**config.mk**
```make
export PLATFORM = sky130hd
export DESIGN_NAME = serial_key_frame_receiver_core
export DESIGN_NICKNAME = d
export VERILOG_FILES = /design/src/hw/rtl/skfr_pkg.sv /design/src/hw/rtl/serial_key_frame_receiver_core.sv /design/src/hw/rtl/skfr_cell.sv /design/src/hw/rtl/skfr_check.sv
export SDC_FILE = /design/constraint.sdc
export NUM_CORES = 1
export LEC_CHECK = 0
export ABC_AREA = 1
export BUFFER_PORTS_ARGS = -buffer_cell sky130_fd_sc_hd__buf_4
export CORE_MARGIN = 3
export CORE_UTILIZATION = 47
export DETAILED_ROUTE_END_ITERATION = 7
export PLACE_DENSITY_LB_ADDON = 0.12
export SLEW_MARGIN = 20
export SYNTH_ARGS = -nofsm -noshare
export SYNTH_HDL_FRONTEND = slang
export SYNTH_SLANG_ARGS = --single-unit
export TNS_END_PERCENT = 5
```
**constraint.sdc**
```tcl
create_clock -name clk -period 5.4 [get_ports clk]
set_input_delay 1.08 -clock clk [delete_from_list [all_inputs] [get_ports clk]]
set_output_delay 1.08 -clock clk [all_outputs]
set_load 0.01 [all_outputs]
```
**src/hw/rtl/skfr_pkg.sv**
```systemverilog
// shared types and constants for the serial key frame receiver
// depends on nothing; imported by the top level, skfr_check and skfr_checker
`timescale 1ns / 1ps
`default_nettype none

package skfr_pkg;

  // result status codes
  typedef enum logic [2:0] {
    ST_PARTIAL   = 3'd0,
    ST_ACCEPT    = 3'd1,
    ST_BAD_START = 3'd2,
    ST_BAD_ID    = 3'd3,
    ST_BAD_TERM  = 3'd4,
    ST_BAD_SUM   = 3'd5
  } status_t;

  // configuration register indexes
  localparam logic [1:0] REG_START_BYTE = 2'd0;
  localparam logic [1:0] REG_ID_BYTE    = 2'd1;
  localparam logic [1:0] REG_CLEAR_KEY  = 2'd2;

  // frame terminator
  localparam logic [7:0] TERM_CR = 8'h0d;
  localparam logic [7:0] TERM_LF = 8'h0a;

  // bytes of a complete frame as seen by the checker
  typedef struct packed {
    logic [7:0] first;
    logic [7:0] id;
    logic [7:0] key_hi;
    logic [7:0] key_lo;
    logic [7:0] sum;
    logic [7:0] term_hi;
    logic [7:0] term_lo;
  } frame_fields_t;

endpackage

`default_nettype wire

```
**src/hw/rtl/serial_key_frame_receiver_core.sv**
```systemverilog
// top level of the serial key frame receiver
// depends on skfr_pkg, skfr_cell, skfr_check
`timescale 1ns / 1ps
`default_nettype none

// Takes one received byte per transaction and gives one result per byte:
// a status code and the key held after that byte. Bytes shift through a
// row of FRAME_LEN-2 byte cells and the first byte of the frame is held
// aside, so when the last byte of a frame arrives every field sits at a
// fixed place and the id, terminator and checksum are checked in that same
// cycle. A byte is taken every clock cycle while rx_ready is high; its
// result is registered in the output register, and rx_ready stays high
// while that register is empty or being read. No startup sweep is needed:
// the cells never feed a check before the current frame has filled them.
// Configuration writes take effect on the next cycle.
module serial_key_frame_receiver_core #(
  parameter int FRAME_LEN = 7
) (
  input  wire logic       clk,
  input  wire logic       rst,
  input  wire logic       cfg_we,
  input  wire logic [1:0] cfg_index,
  input  wire logic [7:0] cfg_data,
  input  wire logic       rx_valid,
  output logic            rx_ready,
  input  wire logic [7:0] rx_byte,
  output logic            res_valid,
  input  wire logic       res_ready,
  output logic [2:0]      status,
  output logic [15:0]     held_key
);

  import skfr_pkg::*;

  localparam int CELLS = FRAME_LEN - 2;
  localparam int CNT_W = $clog2(FRAME_LEN);
  localparam logic [CNT_W-1:0] LAST_CNT = CNT_W'(FRAME_LEN - 1);

  // configuration
  logic [7:0] start_byte;
  logic [7:0] id_byte;
  logic       clear_key_on_error;

  // frame state
  logic [CNT_W-1:0] count;
  logic [CNT_W-1:0] count_next;
  logic [7:0]       first_byte;
  logic [15:0]      key_reg;
  logic [15:0]      key_next;
  status_t          status_q;
  status_t          status_next;

  logic          accept;
  logic          last;
  logic [7:0]    first_now;
  logic [7:0]    cell_q [CELLS];
  frame_fields_t fields;
  status_t       verdict;

  // configuration writes
  always_ff @(posedge clk) begin
    if (rst) begin
      start_byte         <= 8'd0;
      id_byte            <= 8'd0;
      clear_key_on_error <= 1'b1;
    end else if (cfg_we) begin
      unique case (cfg_index)
        REG_START_BYTE: start_byte         <= cfg_data;
        REG_ID_BYTE:    id_byte            <= cfg_data;
        REG_CLEAR_KEY:  clear_key_on_error <= cfg_data[0];
        default: ;
      endcase
    end
  end

  // handshake
  assign rx_ready = !res_valid || res_ready;
  assign accept   = rx_valid && rx_ready;

  // shift chain of byte cells, newest byte enters cell 0
  genvar gi;
  generate
    for (gi = 0; gi < CELLS; gi++) begin : g_cell
      if (gi == 0) begin : g_head
        skfr_cell u_cell (
          .clk      (clk),
          .shift_en (accept),
          .din      (rx_byte),
          .dout     (cell_q[gi])
        );
      end else begin : g_body
        skfr_cell u_cell (
          .clk      (clk),
          .shift_en (accept),
          .din      (cell_q[gi-1]),
          .dout     (cell_q[gi])
        );
      end
    end
  endgenerate

  // frame fields at their cells when the last byte is on rx_byte
  assign first_now      = (count == '0) ? rx_byte : first_byte;
  assign last           = (count == LAST_CNT);
  assign fields.first   = first_now;
  assign fields.id      = cell_q[FRAME_LEN-3];
  assign fields.key_hi  = cell_q[FRAME_LEN-4];
  assign fields.key_lo  = cell_q[FRAME_LEN-5];
  assign fields.sum     = cell_q[FRAME_LEN-6];
  assign fields.term_hi = cell_q[0];
  assign fields.term_lo = rx_byte;

  skfr_check u_check (
    .fields  (fields),
    .id_byte (id_byte),
    .verdict (verdict)
  );

  // per-byte frame decision
  always_comb begin
    status_next = ST_PARTIAL;
    key_next    = key_reg;
    count_next  = count + CNT_W'(1);
    if (first_now != start_byte) begin
      status_next = ST_BAD_START;
      key_next    = 16'd0;
      count_next  = '0;
    end else if (last) begin
      status_next = verdict;
      count_next  = '0;
      if (verdict == ST_ACCEPT) begin
        key_next = {fields.key_hi, fields.key_lo};
      end else if (clear_key_on_error) begin
        key_next = 16'd0;
      end
    end
  end

  // frame state and output register
  always_ff @(posedge clk) begin
    if (rst) begin
      count     <= '0;
      key_reg   <= 16'd0;
      res_valid <= 1'b0;
      status_q  <= ST_PARTIAL;
    end else if (accept) begin
      count     <= count_next;
      key_reg   <= key_next;
      res_valid <= 1'b1;
      status_q  <= status_next;
    end else if (res_ready) begin
      res_valid <= 1'b0;
    end
  end

  // first byte of the current frame
  always_ff @(posedge clk) begin
    if (accept && count == '0) begin
      first_byte <= rx_byte;
    end
  end

  assign status   = status_q;
  assign held_key = key_reg;

endmodule

`default_nettype wire

```
**src/hw/rtl/skfr_cell.sv**
```systemverilog
// one byte cell of the receive shift chain
// depends on nothing; instantiated in a row by the top level
`timescale 1ns / 1ps
`default_nettype none

module skfr_cell (
  input  wire logic       clk,
  input  wire logic       shift_en,
  input  wire logic [7:0] din,
  output logic [7:0]      dout
);

  logic [7:0] data;

  // take the byte on din (the neighbor's byte, or the new byte in cell 0) on each accepted transaction
  always_ff @(posedge clk) begin
    if (shift_en) begin
      data <= din;
    end
  end

  assign dout = data;

endmodule

`default_nettype wire

```
**src/hw/rtl/skfr_check.sv**
```systemverilog
// end-of-frame checks: id, then terminator, then 8-bit additive checksum
// depends on skfr_pkg
`timescale 1ns / 1ps
`default_nettype none

module skfr_check (
  input  wire skfr_pkg::frame_fields_t fields,
  input  wire logic [7:0]              id_byte,
  output skfr_pkg::status_t            verdict
);

  import skfr_pkg::*;

  logic [7:0] sum;

  // checksum wraps at 8 bits
  assign sum = fields.first + fields.id + fields.key_hi + fields.key_lo;

  // first failing check wins
  always_comb begin
    if (fields.id != id_byte) begin
      verdict = ST_BAD_ID;
    end else if (fields.term_hi != TERM_CR || fields.term_lo != TERM_LF) begin
      verdict = ST_BAD_TERM;
    end else if (fields.sum != sum) begin
      verdict = ST_BAD_SUM;
    end else begin
      verdict = ST_ACCEPT;
    end
  end

endmodule

`default_nettype wire

```
==> Word-level counts from Yosys, hierarchy flattened <==
Index checks and enable logic that the tools add are counted.
Widths: inputs -> output; s select.
{ "op_classes": {"addsub": 4, "multipliers": 0, "n_div": 0, "magnitude_cmp": 0, "n_eq_ne": 9, "shift": 0, "mux": 14, "bitwise": 0, "reduce_logical": 14} }
{ "op_table": {"columns": ["cell", "count"], "rows": [
  ["$mux 16", 4],
  ["$add 8x8->8", 3],
  ["$ne 8x8->1", 3],
  ["$mux 3", 7],
  ["$ne 8x4->1 const B", 2],
  ["$mux 8", 1],
  ["$reduce_and 2->1", 3],
  ["$reduce_bool 2->1", 2],
  ["$add 3x1->3 const B", 1],
  ["$eq 3x1->1 const B", 1],
  ["$eq 3x3->1 const B", 1],
  ["$logic_not 3->1", 1],
  ["$reduce_and 3->1", 1],
  ["$reduce_bool 3->1", 1],
  ["$eq 2x1->1 const B", 1],
  ["$eq 2x2->1 const B", 1],
  ["$logic_and 1x1->1", 2],
  ["$logic_not 2->1", 1],
  ["$logic_or 1x1->1", 2],
  ["$mux 1", 2],
  ["$logic_not 1->1", 1]
]} }
{ "totals": {"ff_bits": 88, "latchBits": 0, "mem_bits_rw": 0, "rom_bits": 0, "inputBits": 23, "out_inout_bits": 21, "wordCells": 54, "mem_count": 0} }

==> Depth between registers and ports, before layout <==
{ "depth": {"word_depth": 13, "ltp_mapped": 26, "mapped_depth_nobuf": 24} }

==> By module <==
From an unflattened synthesis, not the netlist that was laid out.
{ "unflattened": {"cells_unflattened": 538, "area_unflattened_um2": 4670.7} }
{ "by_module_without_submodules": {"columns": ["module", "n_inst", "cells_per_inst", "area_each_um2", "seq_area_each_um2"], "rows": [
  ["serial_key_frame_receiver_core", 1, 340, 2461.1, 1041.0],
  ["skfr_cell", 5, 8, 240.2, 240.2],
  ["skfr_check", 1, 158, 1008.5, 0.0]
]} }

==> Worst setup path after synthesis <==
No wires, ideal clock.
{ "synth_timing": {"path_kind": "input to register", "start": "input rx_byte[1]", "end": "register key_reg[10] (netlist: held_key[10])", "arrival_time_ps": 4290, "required_ps": 5287, "slack_ps": 997, "path_stages": 21, "path_buffers": 1, "path_cell_list": "inv_1 -> o21ai_1 -> inv_1 -> fa_1 -> fa_1 -> inv_1 -> ha_1 -> fa_1 -> xnor2_1 -> nand3_1 -> nor2_1 -> nand2_1 -> nor2_1 -> nand2_1 -> nor2_1 -> nand3_1 -> nand2_1 -> nand2_2 -> buf_2 -> nor2_1 -> nor2_1"} }
{ "synth_between": {"elab_chain_cells": 12, "elab_cells_between_ends": 18, "cone_classes": "add/sub: 3; eq/ne: 4; mux: 7; reduce/logical: 4"} }
{ "synth_rtl": {"columns": ["element", "line_no", "source"], "rows": [
  ["from (decl)", "serial_key_frame_receiver_core.sv:26", "input wire logic [7:0] rx_byte,"],
  ["$mux 8", "serial_key_frame_receiver_core.sv:103", "assign first_now = (count == '0) ? rx_byte : first_byte;"],
  ["$add 8x8->8 (3 in a row)", "skfr_check.sv:17", "assign sum = fields.first + fields.id + fields.key_hi + fields.key_lo;"],
  ["$ne 8x8->1", "skfr_check.sv:25", "end else if (fields.sum != sum) begin"],
  ["$mux 3", "skfr_check.sv:25", null],
  ["$mux 3", "skfr_check.sv:23", "end else if (fields.term_hi != TERM_CR || fields.term_lo != TERM_LF) begin"],
  ["$mux 3", "skfr_check.sv:21", "if (fields.id != id_byte) begin"],
  ["$eq 3x1->1", "serial_key_frame_receiver_core.sv:131", "if (verdict == ST_ACCEPT) begin"],
  ["$mux 16", "serial_key_frame_receiver_core.sv:131", null],
  ["$mux 16", "serial_key_frame_receiver_core.sv:128", "end else if (last) begin"],
  ["$mux 16", "serial_key_frame_receiver_core.sv:124", "if (first_now != start_byte) begin"],
  ["to (signal assigned)", "serial_key_frame_receiver_core.sv:148", "key_reg <= key_next;"],
  ["to (decl)", "serial_key_frame_receiver_core.sv:48", "logic [15:0] key_reg;"]
]} }
Several ways; a longest one is shown, not always the timed one. The select of a mux whose other input is x is not followed.
A chain may end at the register's enable or synchronous reset.

==> Worst setup path after layout <==
{ "layout_timing": {"start": "input rx_byte[1]", "end": "register key_reg[1] (netlist: held_key[1])"} }
The elaborated chain is that of the path after synthesis.

==> impl_metrics.csv <==
group,metric,value,unit
final_layout,antennaDiodeCount,0,
final_layout,drive_gt1_share,16.2,%
clock_tree,cts.sinks,88,
pwr,power-per-cell-area,338,nW/um^2
clock_tree,clock_latency,0.35,ns
die,rows,35,
clock_tree,clk_pin_slew,0.09,ns
global_routing,gr-total-overflow,0,
pwr,pwr-share-comb,27.8,%
timing,relSlewSlack,34.7,%
setup_path,cp_max_fo,32,
clock_tree,cts_buffer_depth,2,
die,fp.dieArea,10900,sq um
clock_tree,cts_hold_buf,0,
final_layout,multi_input_area,1870,sq um
clock_tree,cts_setup_buffers,0,
setup_path,start_kind,"primary input",
synthesis,seq_area_frac_synth,49.3,%
setup_path,cp_num_buf_inv,4,
clock_tree,cts_tree,"yes",
timing,tightest_slew,0.979,ns
route,routedWlPerCell,13.3,um
final_layout,fin_nets,614,
synthesis,yosys_warnings,0,
clock_tree,cts_resized,0,
final_layout,postLayoutCoreUtil,55.5,%
die,core_area,9330,sq um
outcome,status,"finished, final reports clean",
global_routing,grt_pass1_vias,3222,
setup_path,crit_chain,"buf_4 -> inv_1 -> o21ai_1 -> inv_1 -> fa_1 -> fa_1 -> inv_1 -> ha_1 -> fa_1 -> xor2_1 -> nand2_1 -> nand2_1 -> nor2_1 -> nand2_1 -> nor2_1 -> nand2_1 -> nor2_1 -> nand3_1 -> nand2_1 -> nand2_2 -> nand2_1 -> nand2_1 -> nor2_1",
route,ant_nets,0,
global_routing,grt_start_max_net_pins,47,
timing,fin_skew,0.00723,ns
route,dr.pass1.iters,4,
place,place_congestion,0.836,
route,drc_errors,0,
timing,post-route-min-period,4.64,ns
setup_path,reg2regPathDepth,23,
timing,tns,0,ns
global_routing,grt_pass1_wl,15.8,mm
final_layout,regArea,2240,sq um
worst_hold_path,hold_path.class,"reg2reg",
timing,hold_viol,0,
die,die_x,104,um
route,drt_iter0_drc,182,
setup_path,reg2reg_slack,0.88,ns
pwr,p_clk_share,27.8,%
pwr,vdd_drop_max,0.000170,V
pwr,power_switching,0.545,mW
global_routing,grt_util_all_layers,18.2,%
setup_path,cp_slowest_cell,"fa_1",
timing,worst_slack,0.764,ns
setup_path,crit_top_cell,"nand2_1",
timing,setup_violations,0,
setup_path,arrival,4.92,ns
synthesis,synth-seq-cells,88,
synthesis,syn_avg_cell_area,8.66,sq um
setup_path,end_kind,"flop",
pwr,seqPwrFrac,44.4,%
setup_path,crit_type,"in2reg",
final_layout,fill_cells,872,
synthesis,synth_cell_type_count,34,
pwr,p_leak,2.38,nW
pwr,p_int,1.21,mW
setup_path,r2r-end,"held_key[1]$_SDFFE_PP0P_",
die,start_util,48.7,%
setup_path,cp_top_family,"adder cells",
pwr,swShare,31.1,%
clock_tree,cts_max_level,3,
worst_hold_path,hp-start,"g_cell[0].g_head.u_cell.dout[0]$_DFFE_PP_",
run,cap_violations,0,
timing,fmax,216,MHz
synthesis,synth_cells,525,
setup_path,cp.required,5.69,ns
die,die_y,104,um
setup_path,max_stage_delay,0.51,ns
timing,finalCritPeriodShare,85.9,%
worst_hold_path,holdPathEnd,"g_cell[1].g_body.u_cell.dout[0]$_DFFE_PP_",
place,place_worst_setup_slack,0.419,ns
global_routing,antenna_found_initial,0,
setup_path,worst_r2r_startpoint,"count[0]$_SDFFE_PP0P_",
timing,rsz0062_at_grt,"false",
route,viasPerCell,4.68,
synthesis,syn-num-nets,569,
synthesis,netlist_area,4550,sq um
timing,finalMaxSlewViolations,0,
route,vias,3296,
worst_hold_path,hold_depth,0,
clock_tree,cts_buffers,9,
clock_tree,cts-root-buf,"clkbuf_8",
die,ioPinCount,44,
place,numPortBuffers,43,
final_layout,area_growth,13.8,%
place,hpwlAfterDp,7.16,mm
route,routed_wl,9.33,mm
==> registers in the layout, indices dropped and copies added, names as in the netlist <==
name and flops:
count 3, start_byte 8, first_byte 8, clear_key_on_error 1, g_cell.g_head.u_cell.dout 8, id_byte 8
g_cell.g_body.u_cell.dout 32, res_valid 1, status 3, held_key 16
==> cells by family after synthesis <==
family	after synthesis	synth area share (%)
AND/OR/NAND/NOR	239	23.3
buffers and inverters	108	9.63
flip-flops	88	49.3
AO/OA/AOI/OAI	55	6.91
adder cells (fa/ha/maj)	21	8.09
XOR/XNOR	14	2.70
==> routing by layer <==
metal / vias to the layer above / global-route usage (%) / wire (um)
li1: 1730 / - / -
met1: 1500 / 25.6 / 4450
met2: 56 / 29.2 / 4310
met3: 10 / 2.61 / 449
met4: 0 / 5.32 / 114
met5: - / 0 / 0
==> worst max path at each step <==
stage	startpoint	endpoint	slack [ns]	depth (start not counted)
2_1_floorplan	rx_byte[1]	held_key[10]$_SDFFE_PP0P_	1.0	21
3_3_place_gp	rx_byte[1]	held_key[2]$_SDFFE_PP0P_	0.48	21
3_5_place_dp	rx_byte[1]	held_key[2]$_SDFFE_PP0P_	0.42	22
4_1_cts	rx_byte[1]	held_key[7]$_SDFFE_PP0P_	0.79	22
5_1_grt	rx_byte[1]	held_key[11]$_SDFFE_PP0P_	0.37	22
6_report	rx_byte[1]	held_key[1]$_SDFFE_PP0P_	0.76	23
==> cells in the mapped netlist (all sizes together) <==
| master | number | area [sq um] |
|---|---|---|
| a22oi | 1 | 7.51 |
| edfxtp | 48 | 1440 |
| nor3 | 5 | 25.0 |
| clkbuf | 4 | 15.0 |
| dfxtp | 40 | 801 |
| or2 | 5 | 31.3 |
| xor2 | 8 | 70.1 |
| nor4 | 1 | 12.5 |
| fa | 14 | 280 |
| nand3b | 2 | 15.0 |
| nand2 | 112 | 445 |
| a21oi | 22 | 110 |
| o22ai | 1 | 6.26 |
| o211ai | 4 | 30.0 |
| o21ai | 26 | 153 |
| inv | 97 | 364 |
| buf | 6 | 55.1 |
| nand3 | 19 | 95.1 |
| a211oi | 1 | 7.51 |
| nor2 | 89 | 384 |
| ha | 7 | 87.6 |
| xnor2 | 6 | 52.6 |
| clkinv | 1 | 3.75 |
| nand4 | 6 | 52.6 |
==> power by group through the flow <==
| stage | Sequential, mW | Clock [mW] | Combinational, mW |
|---|---|---|---|
| 3_5_place_dp | 0.793 | 0 | 0.485 |
| 4_1_cts | 0.778 | 0.497 | 0.488 |
| 3_3_place_gp | 0.791 | 0 | 0.471 |
| 6_report | 0.777 | 0.486 | 0.487 |
| 5_1_grt | 0.783 | 0.525 | 0.557 |
| 2_1_floorplan | 0.790 | 0 | 0.372 |
==> metrics by stage <==
| step | hold slack (ns) | instance area, sq um | std cells | power, mW |
|---|---|---|---|---|
| after floorplan | 0.426 | 4550 | 525 | 1.16 |
| after global placement | 0.430 | 4970 | 688 | 1.26 |
| after detailed placement | 0.439 | 4970 | 688 | 1.28 |
| after CTS | 0.459 | 5170 | 704 | 1.76 |
| after global routing | 0.465 | 5170 | 704 | 1.86 |
| final | 0.455 | 5170 | 704 | 1.75 |
==> cell type report <==
type                       count  area share, %
clock inverter                 4           1.35
multi-input combinational    329           36.1
timing repair buffer          44           6.39
sequential                    88           43.3
tap                          129           3.12
inverter                      98           7.11
clock buffer                  12           2.61
==> worst reg2reg max path, stage by stage, from the launching register on <==
cell     delay (ns)
dfxtp_1        0.36
nor2_4         0.18
nand2_4        0.17
o21ai_1        0.22
inv_1          0.09
fa_1           0.46
fa_1           0.51
inv_1          0.04
ha_1           0.22
fa_1           0.45
xor2_1         0.18
nand2_1        0.07
nand2_1        0.05
nor2_1         0.08
nand2_1        0.05
nor2_1         0.10
nand2_1        0.06
nor2_1         0.25
nand3_1        0.13
nand2_1        0.11
nand2_2        0.32
nand2_1        0.17
nand2_1        0.06
nor2_1         0.12
==> cells in the final DEF (no fill, tap or decap), types with 2 or more instances in the layout <==
| master | n |
|---|---|
| nand2_1 | 104 |
| a21oi_1 | 22 |
| buf_4 | 44 |
| clkbuf_1 | 3 |
| nor2_2 | 11 |
| dfxtp_1 | 40 |
| ha_1 | 7 |
| nand3_1 | 19 |
| clkinv_2 | 2 |
| inv_1 | 95 |
| or2_2 | 4 |
| edfxtp_1 | 48 |
| o21ai_0 | 19 |
| nor2_1 | 75 |
| inv_2 | 2 |
| xnor2_1 | 6 |
| bufinv_16 | 2 |
| o21ai_2 | 6 |
| clkbuf_8 | 9 |
| fa_1 | 14 |
| o211ai_1 | 4 |
| nand2_2 | 7 |
| nor2_4 | 3 |
| xor2_1 | 8 |
| nand3b_1 | 2 |
| nor3_1 | 5 |
| nand4_1 | 5 |
(Power assumes the default switching activity.)
